<file path="src/rtl/core/smt_scan.sv">
module smt_scan #(
  parameter int N = 64
) (
  input  logic [N-1:0] x,
  output logic [N-1:0] below
);

  localparam int LEVELS = (N > 1) ? $clog2(N) : 1;

  logic [N-1:0] lvl [LEVELS+1];

  // log-depth prefix or: lvl[LEVELS][i] is the or of x[0..i]
  always_comb begin
    lvl[0] = x;
    for (int l = 0; l < LEVELS; l++) begin
      for (int i = 0; i < N; i++) begin
        if (i >= (1 << l)) begin
          lvl[l+1][i] = lvl[l][i] | lvl[l][i - (1 << l)];
        end else begin
          lvl[l+1][i] = lvl[l][i];
        end
      end
    end
  end

  // exclusive form: or of all lower positions
  always_comb begin
    below[0] = 1'b0;
    for (int i = 1; i < N; i++) begin
      below[i] = lvl[LEVELS][i-1];
    end
  end

endmodule

</file>
<file path="config.mk">
export PLATFORM = sky130hd
export DESIGN_NAME = smt_scan
export DESIGN_NICKNAME = d
export VERILOG_FILES = /design/src/rtl/core/smt_scan.sv
export SDC_FILE = /design/constraint.sdc
export NUM_CORES = 1
export LEC_CHECK = 0
export ABC_CLOCK_PERIOD_IN_PS = 1700
export BUFFER_PORTS_ARGS = -buffer_cell sky130_fd_sc_hd__buf_4
export CAP_MARGIN = 25
export CELL_PAD_IN_SITES_DETAIL_PLACEMENT = 0
export CELL_PAD_IN_SITES_GLOBAL_PLACEMENT = 2
export CORE_UTILIZATION = 12
export DETAILED_ROUTE_END_ITERATION = 8
export PLACE_DENSITY_LB_ADDON = 0.1
export SYNTH_ARGS = -nofsm -noshare
export SYNTH_HDL_FRONTEND = slang
export SYNTH_SLANG_ARGS = --single-unit
</file>
<file path="constraint.sdc">
create_clock -name vclk -period 1.7
set_input_delay 0.085 -clock vclk [all_inputs]
set_output_delay 0.085 -clock vclk [all_outputs]
set_load 0.005 [all_outputs]
</file>
---- After elaboration in Yosys (flattened, before gate mapping) ----
Cells that the tools add are included.
word-level totals
  bits of input ports ..................... 64
  output and inout bits ................... 64
  register bits ........................... 0
operators by class
  bitwise gates (word level) .............. 315
operators by type and width
  operator  number
  OR 1 bit  315

---- Longest topological paths before layout ----
  depth after elaboration ................. 6
  depth in mapped cells ................... 6
  mapped depth without buffers ............ 5

---- Worst setup path after synthesis ----
OpenSTA, ideal clock, no wires.
  path type ............................... input port to output port
  start ................................... input port x[31]
  end ..................................... output port below[49]
  arrival ................................. 1,325 ps
  slack ................................... 290 ps
  cell stages on the path ................. 6
  required time ........................... 1,615 ps
  cells stage by stage .................... or4_4 nor3_4 and4b_1 buf_6 buf_12 nand3_2
on the way
  word-level cells in the longest chain between the ends .. 6
ends and longest elaborated chain
  item                   RTL line  RTL
  start, declared        4         input logic [N-1:0] x,
  OR 1 bit (6 in a row)  18        lvl[l+1][i] = lvl[l][i] | lvl[l][i - (1 << l)];
  end, declared          5         output logic [N-1:0] below
Every way passes these cells.

---- Final worst setup path ----
  start ................................... input port x[31]
  end ..................................... output port below[54]
Same word-level chain as after synthesis.

==> impl_metrics.csv <==
group,metric,value,unit
critical_path,crit_fanout,15,
critical_path,endpoint_kind,"primary output",
critical_path,crit_required,1.62,ns
global_route,grt_pass1_wl,6.292,mm
detailed_routing,wire_per_inst,12.00,um
floorplan,dieArea,7314,um^2
detailed_routing,drt-total-wl,4.153,mm
critical_path,cp.arrival,1.57,ns
layout,nFlopsAndLatches,0,
timing,min_period,1.654,ns
critical_path,endpoint,"below[54]",
detailed_routing,ant_nets,0,
detailed_routing,via_per_inst,4.237,
synth,ys_seq_area_frac,0,
floorplan,rows,30,
synth,netlist_instances,127,
placed_design,dp.cells,343,
power,p_comb_frac,1.000,
floorplan,core-area,6756,um^2
floorplan,dieHeight,85.52,um
layout,fillers,748,
detailed_routing,drt_iter0_markers,37,
synth,synth_area_leaders,"nand3_2, nor2_1, nand4b_1, or3_1, nand4_1",
global_route,track_usage,0.1005,
global_route,antenna_found_initial,0,
critical_path,cp_slowest_cell,"or4_4",
flow_run,cap_violations,0,
layout,final_common_cell,"buf_4",
layout,multi_input_area,790.8,um^2
timing,holdWs,0.3809,ns
power,p_sw,0.00008032,W
synth,synth.avg_cell_area,6.591,um^2
detailed_routing,drt_pass1_iterations,4,
power,power_density,103.7,nW/um^2
synth,synth_top_area_share,0.09567,
timing,finalHoldViolCount,0,
placed_design,gp_congestion,0.6896,
critical_path,crit_start,"x[31]",
global_route,grt_max_degree,16,
layout,drive_above_1_share,0.6579,
layout,layout_common_cells,"buf_4, nor2_1, nand2_1",
timing,post-route-period-util,0.9727,
global_route,grt_pass1_vias,1345,
layout,synthToLayoutAreaGrowth,147.1,%
timing,setup_viol,0,
power,p_leak,0.8444,nW
synth,syn_area,837.1,um^2
layout,clock_buffers,0,
power,vdd_drop_max,0.04472,mV
power,switching_share,0.3745,
layout,fin_cells,346,
placed_design,dp_hpwl,3.544,mm
timing,tns,0,ns
layout,ff_latch_area,0,um^2
placed_design,io_buffers,126,
detailed_routing,via_count,1466,
global_route,grt-ovfl-total,0,
critical_path,crit_path_start_kind,"primary input",
layout,antenna_cells,0,
timing,slew_viol_final,0,
floorplan,start_util,0.1239,
placed_design,postPlaceCellArea,1982,um^2
timing,fmax,604.7,MHz
layout,post-route-cell-area,2068,um^2
critical_path,critical_path_class,"primary input to primary output",
synth,synth_nets,191,
critical_path,cpPeakStageDelay,0.55,ns
power,power.total,0.0002145,W
critical_path,path_cells,"buf_6 > or4_4 > nor3_4 > and4b_1 > buf_12 > nand4b_1 > buf_4",
synth,synth_cell_type_count,34,
status,outcome,"completed",
synth,yosysTopAreaCell,"nand3_2",
detailed_routing,drcViolationCount,0,
layout,final_net_count,332,
synth,ys_warn_count,0,
power,p_seq_frac,0,
floorplan,io-pin-count,128,
floorplan,die_x,85.52,um
timing,rsz0062_at_grt,"yes",
worst_hold_path,worstHoldPathType,"primary input to primary output",
power,intPower,0.0001342,W
power,p_clk_frac,0,
clock_tree,holdBufCountCts,0,
cells by family after synthesis:
kind of cell,after synthesis,synth area share
AND/OR/NAND/NOR,111,0.8834
other,1,0.004480
buffers and inverters,15,0.1121
power by group through the flow:
| stage | clock network (W) | logic, W | registers, W |
|---|---|---|---|
| floorplan | 0 | 0.0000451 | 0 |
| global placement | 0 | 0.000204 | 0 |
| CTS | 0 | 0.000205 | 0 |
| global route | 0 | 0.000233 | 0 |
| detailed placement | 0 | 0.000202 | 0 |
| finish | 0 | 0.000214 | 0 |
area by class of cell:
cell class | count | share of cell area
timing repair buffer | 147 | 0.5566
multi-input combinational | 112 | 0.3823
tap | 80 | 0.04840
inverter | 7 | 0.01270
synth_stat cells, types with 2 or more instances:
master,instances
buf_2,2
buf_4,3
inv_1,7
nand2_1,10
nand2b_1,5
nand3_1,7
nand3_2,8
nand3b_1,4
nand4_1,7
nand4b_1,8
nor2_1,20
nor2b_1,2
nor3_1,8
nor3b_2,2
nor4_1,6
nor4_2,2
or2_2,2
or3_1,8
per-stage QoR:
step | worst slack, ns | util
2_1_floorplan | 0.2895 | -
3_3_place_gp | 0.007019 | 0.2933
3_5_place_dp | -0.008077 | 0.2933
4_1_cts | 0.01550 | 0.2950
5_1_grt | -0.05287 | 0.3061
6_report | 0.04636 | 0.3061
metal layers:
layer,global-route usage,vias to the layer above,share of wire
met4,0,0,0
met2,0.1920,69,0.50
li1,-,748,-
met3,0.01925,0,0.088
met1,0.1234,649,0.41
met5,0,-,0
worst min path at each step:
stage,depth (start not counted),endpoint,slack (ns),startpoint
6_report,2,below[1],0.38,x[0]
5_1_grt,2,below[1],0.39,x[0]
4_1_cts,2,below[1],0.38,x[0]
3_5_place_dp,2,below[1],0.38,x[0]
3_3_place_gp,2,below[1],0.38,x[0]
2_1_floorplan,2,below[18],0.25,x[17]
critical path: cells and delay by family:
family | cells | cell delay (ns)
buffers and inverters | 3 | 0.39
and+or+nand+nor | 4 | 1.08
timing repair:
action / 4_1_cts / 5_1_grt
gates resized for setup: 1 / 14
pin swaps: 1 / 2
endpoints found under the setup margin: 2 / 24
setup buffers: 1 / 1
gates cloned: 0 / 1
No activity file was read; power rests on OpenSTA's default activity.
