==> src/rtl/core/smt_pkg.sv <==
package smt_pkg;

  // default sizes of the table
  localparam int CAPACITY_DEF    = 64;
  localparam int KEY_WIDTH_DEF   = 32;
  localparam int COUNT_WIDTH_DEF = 16;

  // port field widths
  localparam int KIND_W   = 2;
  localparam int KEY_W    = 32;
  localparam int POS_W    = 6;
  localparam int STATUS_W = 2;
  localparam int INDEX_W  = 6;
  localparam int COUNT_W  = 16;

  // operation codes
  typedef enum logic [KIND_W-1:0] {
    KIND_INSERT = 2'd0,
    KIND_COUNT  = 2'd1,
    KIND_GET    = 2'd2
  } kind_t;

  // result status codes
  typedef enum logic [STATUS_W-1:0] {
    ST_OK       = 2'd0,
    ST_FULL     = 2'd1,
    ST_PAST_END = 2'd2
  } status_t;

  // per-cell update command
  typedef struct packed {
    logic load;
    logic shift;
    logic bump;
  } cell_cmd_t;

endpackage

==> src/rtl/core/smt_cell.sv <==
module smt_cell import smt_pkg::*; #(
  parameter int KEY_WIDTH   = KEY_WIDTH_DEF,
  parameter int COUNT_WIDTH = COUNT_WIDTH_DEF
) (
  input  logic                   clk,
  input  logic                   compare_signed,
  input  logic [KEY_WIDTH-1:0]   key_new,
  input  logic [KEY_WIDTH-1:0]   key_order,
  input  cell_cmd_t              cmd,
  input  logic [KEY_WIDTH-1:0]   prev_key,
  input  logic [COUNT_WIDTH-1:0] prev_count,
  output logic [KEY_WIDTH-1:0]   key,
  output logic [COUNT_WIDTH-1:0] count,
  output logic                   ge,
  output logic                   eq
);

  logic [KEY_WIDTH-1:0] sign_mask;
  logic [KEY_WIDTH-1:0] own_order;

  // flip the sign bit so an unsigned compare gives the configured order
  assign sign_mask = KEY_WIDTH'(compare_signed) << (KEY_WIDTH - 1);
  assign own_order = key ^ sign_mask;
  assign ge        = own_order >= key_order;
  assign eq        = own_order == key_order;

  // entry storage: new key, shift from the lower neighbor, or count bump
  always_ff @(posedge clk) begin
    if (cmd.load) begin
      key   <= key_new;
      count <= COUNT_WIDTH'(1);
    end else if (cmd.shift) begin
      key   <= prev_key;
      count <= prev_count;
    end else if (cmd.bump && (count != '1)) begin
      count <= count + 1'b1;
    end
  end

endmodule

==> config.mk <==
export PLATFORM = sky130hd
export DESIGN_NAME = smt_cell
export DESIGN_NICKNAME = d
export VERILOG_FILES = /design/src/rtl/core/smt_pkg.sv /design/src/rtl/core/smt_cell.sv
export SDC_FILE = /design/constraint.sdc
export NUM_CORES = 1
export LEC_CHECK = 0
export BUFFER_PORTS_ARGS = -buffer_cell sky130_fd_sc_hd__buf_2
export CORE_MARGIN = 1.5
export CORE_UTILIZATION = 45
export CTS_CLUSTER_SIZE = 14
export DETAILED_ROUTE_END_ITERATION = 8
export HOLD_SLACK_MARGIN = 0.15
export PLACE_DENSITY = 0.82
export SYNTH_ARGS = -nofsm -noshare
export SYNTH_HDL_FRONTEND = slang
export SYNTH_SLANG_ARGS = --single-unit
==> constraint.sdc <==
create_clock -name clk -period 3.7 [get_ports clk]
set_input_delay 0.185 -clock clk [delete_from_list [all_inputs] [get_ports clk]]
set_output_delay 0.185 -clock clk [all_outputs]
set_load 0.05 [all_outputs]
* Yosys cells after proc, flatten, opt, wreduce, memory -nomap -nowiden
Index checks and enable logic that the tools add are counted.
W data, S select, Z words.
** Storage, ports and cells
- Flip-flop bits (word level) :: 48
- Output and inout bits :: 50
** Cells by class
- $add $sub $neg :: 1
- $lt $le $gt $ge :: 1
- Equal/unequal tests :: 2
- Multiplexer cells :: 4
- Bitwise operators :: 1
- Reduce and logical (&&, ||, !) cells :: 3
** Operators with widths (number)
- $mux W32 :: 2
- $eq A32 B32 Y1 :: 1
- $ge A32 B32 Y1 :: 1
- $mux W16 :: 2
- $xor A32 B32 Y32 :: 1
- $add A16 B1 Y16 const B :: 1
- $ne A16 B16 Y1 const B :: 1
- $reduce_bool A2 Y1 :: 2
- $logic_and A1 B1 Y1 :: 1

* Depth between registers and ports, before layout
- Depth after elaboration :: 4
- Mapped depth :: 7
- Depth with buffers taken out :: 7

* Worst setup path after synthesis
OpenSTA, ideal clock, no wires.
- Path type :: register to output
- Start :: register key[31]
- End :: output eq
- Arrival :: 3007 ps
- Data required time :: 3515 ps
- Path slack :: 508 ps
- Stages on the path, launching flop included :: 7
- Cell sequence :: edfxtp_1 xor2_1 ha_1 and4_1 nand4_1 or4_1 nor3_1
** Between the ends
- Word-level cells in the longest chain between the ends :: 2
** RTL lines
- start: declaration :: RTL line smt_cell.sv:12 : output logic [KEY_WIDTH-1:0] key,
- start signal: assignment :: RTL line smt_cell.sv:30 : key <= key_new;
- start signal: assignment :: RTL line smt_cell.sv:33 : key <= prev_key;
- $xor A32 B32 Y32 :: RTL line smt_cell.sv:23 : assign own_order = key ^ sign_mask;
- $eq A32 B32 Y1 :: RTL line smt_cell.sv:25 : assign eq = own_order == key_order;
- end: declaration :: RTL line smt_cell.sv:15 : output logic eq
Every way passes these cells.

* Worst setup path after layout
- Start :: register key[11]
- End :: output ge
** Between the ends
- Word-level cells in the longest chain between the ends :: 2
** RTL lines
- $xor A32 B32 Y32 :: RTL line smt_cell.sv:23
- $ge A32 B32 Y1 :: RTL line smt_cell.sv:24 : assign ge = own_order >= key_order;
- end: declaration :: RTL line smt_cell.sv:14 : output logic ge,
Every way passes these cells.

==> results.sh <==
export IMPL_r2r_slack_ps=1470
export IMPL_drtAntennaViolNets=0
export IMPL_fmax_mhz=360
export IMPL_clkSlewWorstSetupHoldPaths_ps=90
export IMPL_synth_area_top_cells="edfxtp_1, ha_1, mux2_2"
export IMPL_rsz0062_at_grt="false"
export IMPL_numCtsBuffers=5
export IMPL_fin_crit_sh_pct=75.1
export IMPL_gp_congestion=0.891
export IMPL_netlist_top_cells_count="inv_1, ha_1, edfxtp_1, mux2_2, nor2_1"
export IMPL_max_slew_worst_pin_slew_ps=615
export IMPL_p_total_mw=1.49
export IMPL_hold_end="count[10]"
export IMPL_cts_hold_repair_buffers=5
export IMPL_wire_per_inst_microns=14.9
export IMPL_drc=0
export IMPL_ir_worst_vdd_uv=183
export IMPL_end_kind="primary output"
export IMPL_tns_ps=0
export IMPL_dr_pass1_iters=4
export IMPL_yosysTopAreaCell="edfxtp_1"
export IMPL_die_w_microns=86.3
export IMPL_synth_most_common_cell="inv_1"
export IMPL_grt_total_usage_pct=22.0
export IMPL_clock_root_buffer="clkbuf_8"
export IMPL_grt_start_max_net_pins=33
export IMPL_period_minus_slack_ps=2780
export IMPL_r2r_end="count[5]"
export IMPL_antenna_cells=0
export IMPL_cts_sinks=48
export IMPL_num_rows=30
export IMPL_start_util_pct=46.2
export IMPL_utilization_pct=61.5
export IMPL_holdPathStages=3
export IMPL_htreeDepth=2
export IMPL_slew_headroom_pct=58.9
export IMPL_path_class="flip-flop to primary output"
export IMPL_clock_latency_ps=290
export IMPL_hold_viol=0
export IMPL_synth_seq_cells=48
export IMPL_worstPathMaxFanout=2
export IMPL_antenna_found_initial=0
export IMPL_cts_tree="built"
export IMPL_fin_worst_skew_ps=3.37
export IMPL_crit_path_top_delay_cell="a2111oi_0"
export IMPL_dieArea_sq_mm=0.00745
export IMPL_arrival_ps=2590
export IMPL_path_delay_family="compound AO/OA/AOI/OAI gates"
export IMPL_rr_worst_depth=4
export IMPL_syn_area_sq_mm=0.00312
export IMPL_required_ps=3510
export IMPL_cp_num_buf_inv=1
export IMPL_dp_hpwl_microns=6640
export IMPL_area_delta_synth_final_pct=33.0
export IMPL_p_per_area_mw_per_mm2=359
export IMPL_timing_final_ws_setup_ps=921
export IMPL_synth_edf_count=32
export IMPL_power_leakage_nw=2.01
export IMPL_syn_nets=458
export IMPL_cts_resized=0
export IMPL_start_kind="flip-flop"
export IMPL_regToRegStartpoint="count[0]"
export IMPL_grt_pass1_wl_microns=13000
export IMPL_drt_initial_drc_count=97
export IMPL_maxSlewViolCount=0
export IMPL_ys_types=43
export IMPL_layout_nets=627
export IMPL_core_area_sq_mm=0.00676
export IMPL_outcome="finished, final reports clean"
export IMPL_setup_viol=0
export IMPL_synthArstFlopShare_pct=0
export IMPL_synth_top_cell_area_share_pct=30.8
export IMPL_crit_path_cell_trace="ha_1 -> a21oi_1 -> o21ai_0 -> a221o_1 -> a2111oi_0 -> o221ai_1 -> buf_2"
export IMPL_post_cts_setup_buffers=0
export IMPL_dp_slack_ps=1270
export IMPL_wl_microns=8300
export IMPL_dieHeight_microns=86.3
export IMPL_grt_overflow_total=0
export IMPL_synth_cells=308
export IMPL_synth_flop_cell="edfxtp_1"
export IMPL_drive_gt1_share_pct=43.9
export IMPL_ys_seq_area_share_pct=41.0
export IMPL_vias_per_cell=5.35
export IMPL_maxCapViolCount=0
export IMPL_ios=167
export IMPL_max_stage_delay_ps=560
export IMPL_ys_warnings_count=0
export IMPL_holdCritStartpoint="prev_count[10]"
export IMPL_hold_class="input pin to flip-flop"
export IMPL_vias=2985
export IMPL_cts_path_max_buffers=2
export IMPL_portBuffers=166
export IMPL_synthesis_area_per_instance_sq_um=10.1
export IMPL_grt_pass1_vias=2977
-- worst min-delay path, delay by kind of cell --
kind | cells | cell delay, ps
buffers and inverters | 1 | 100
and+or+nand+nor | 1 | 80
AOI/OAI and AO/OA | 1 | 50
-- routing by layer --
layer	GRT usage, %	up-vias	part of all wire, %
met2	43.2	132	54
met1	23.9	1362	38
met5	0	-	0
met3	3.33	17	5.9
met4	7.04	0	1.9
li1	-	1474	-
-- power breakdown --
part / total [mW] / switching (mW) / internal [mW]
logic: 0.519 / 0.340 / 0.179
registers: 0.670 / 0.0396 / 0.631
clock network: 0.303 / 0.171 / 0.131
-- per-stage QoR --
| step | std cells | cell area, sq um | hold WS (ps) |
|---|---|---|---|
| floorplan | 308 | 3120 | 330 |
| global placement | 545 | 4020 | 437 |
| detailed placement | 545 | 4020 | 443 |
| CTS | 558 | 4150 | 152 |
| global route | 558 | 4150 | 175 |
| finish | 558 | 4150 | 158 |
-- cells in the final DEF (no fill, tap or decap), types with 2 or more instances in the layout --
master / synthesis / routed
a211o_1: 2 / 2
a211oi_1: 8 / 8
a21o_1: 4 / 4
a21oi_1: 15 / 15
a221o_1: 2 / 2
a31oi_1: 2 / 2
and2_1: 2 / 2
and4_1: 3 / 3
buf_2: 0 / 166
buf_4: 0 / 2
clkbuf_8: 0 / 5
dfxtp_1: 16 / 16
dlygate4sd3_1: 0 / 5
edfxtp_1: 32 / 32
ha_1: 33 / 33
inv_1: 36 / 36
mux2_2: 32 / 32
mux2i_1: 2 / 2
nand2_1: 18 / 18
nand3_1: 9 / 9
nand4_1: 11 / 11
nor2_1: 20 / 20
nor3_1: 7 / 7
nor4_1: 6 / 6
o21ai_0: 9 / 9
or3_1: 3 / 3
or4_1: 3 / 3
xor2_1: 6 / 6
-- registers in the layout, indices dropped and copies added, names as in the netlist --
signal	count
key	32
count	16
-- cell families after synthesis --
| kind of cell | after synthesis | share of synthesized area, % |
|---|---|---|
| multiplexers | 34 | 12.2 |
| flip-flops | 48 | 41.0 |
| AO/OA/AOI/OAI | 52 | 11.2 |
| buffers and inverters | 47 | 5.89 |
| AND/OR/NAND/NOR | 87 | 14.5 |
| XOR/XNOR | 7 | 1.96 |
| adder cells (fa/ha/maj) | 33 | 13.2 |
-- area by class of cell --
| cell class | count | area [sq um] |
|---|---|---|
| clock inverters | 2 | 11.3 |
| well taps | 80 | 100 |
| inverters | 36 | 135 |
| clock buffers | 6 | 72.6 |
| repair buffers | 173 | 896 |
| multi-input cells | 213 | 1660 |
| fillers | 579 | 2600 |
| flip-flops and latches | 48 | 1280 |
-- worst max path at each step --
| stage | from | to | slack (ps) | depth (start not counted) |
|---|---|---|---|---|
| 6_report | key[11] | ge | 920 | 7 |
| 5_1_grt | key[31] | eq | 790 | 7 |
| 4_1_cts | key[11] | ge | 930 | 7 |
| 3_5_place_dp | key[11] | ge | 1270 | 7 |
| 3_3_place_gp | key[31] | eq | 1350 | 7 |
| 2_1_floorplan | key[31] | eq | 510 | 6 |
(Power assumes the default switching activity.)
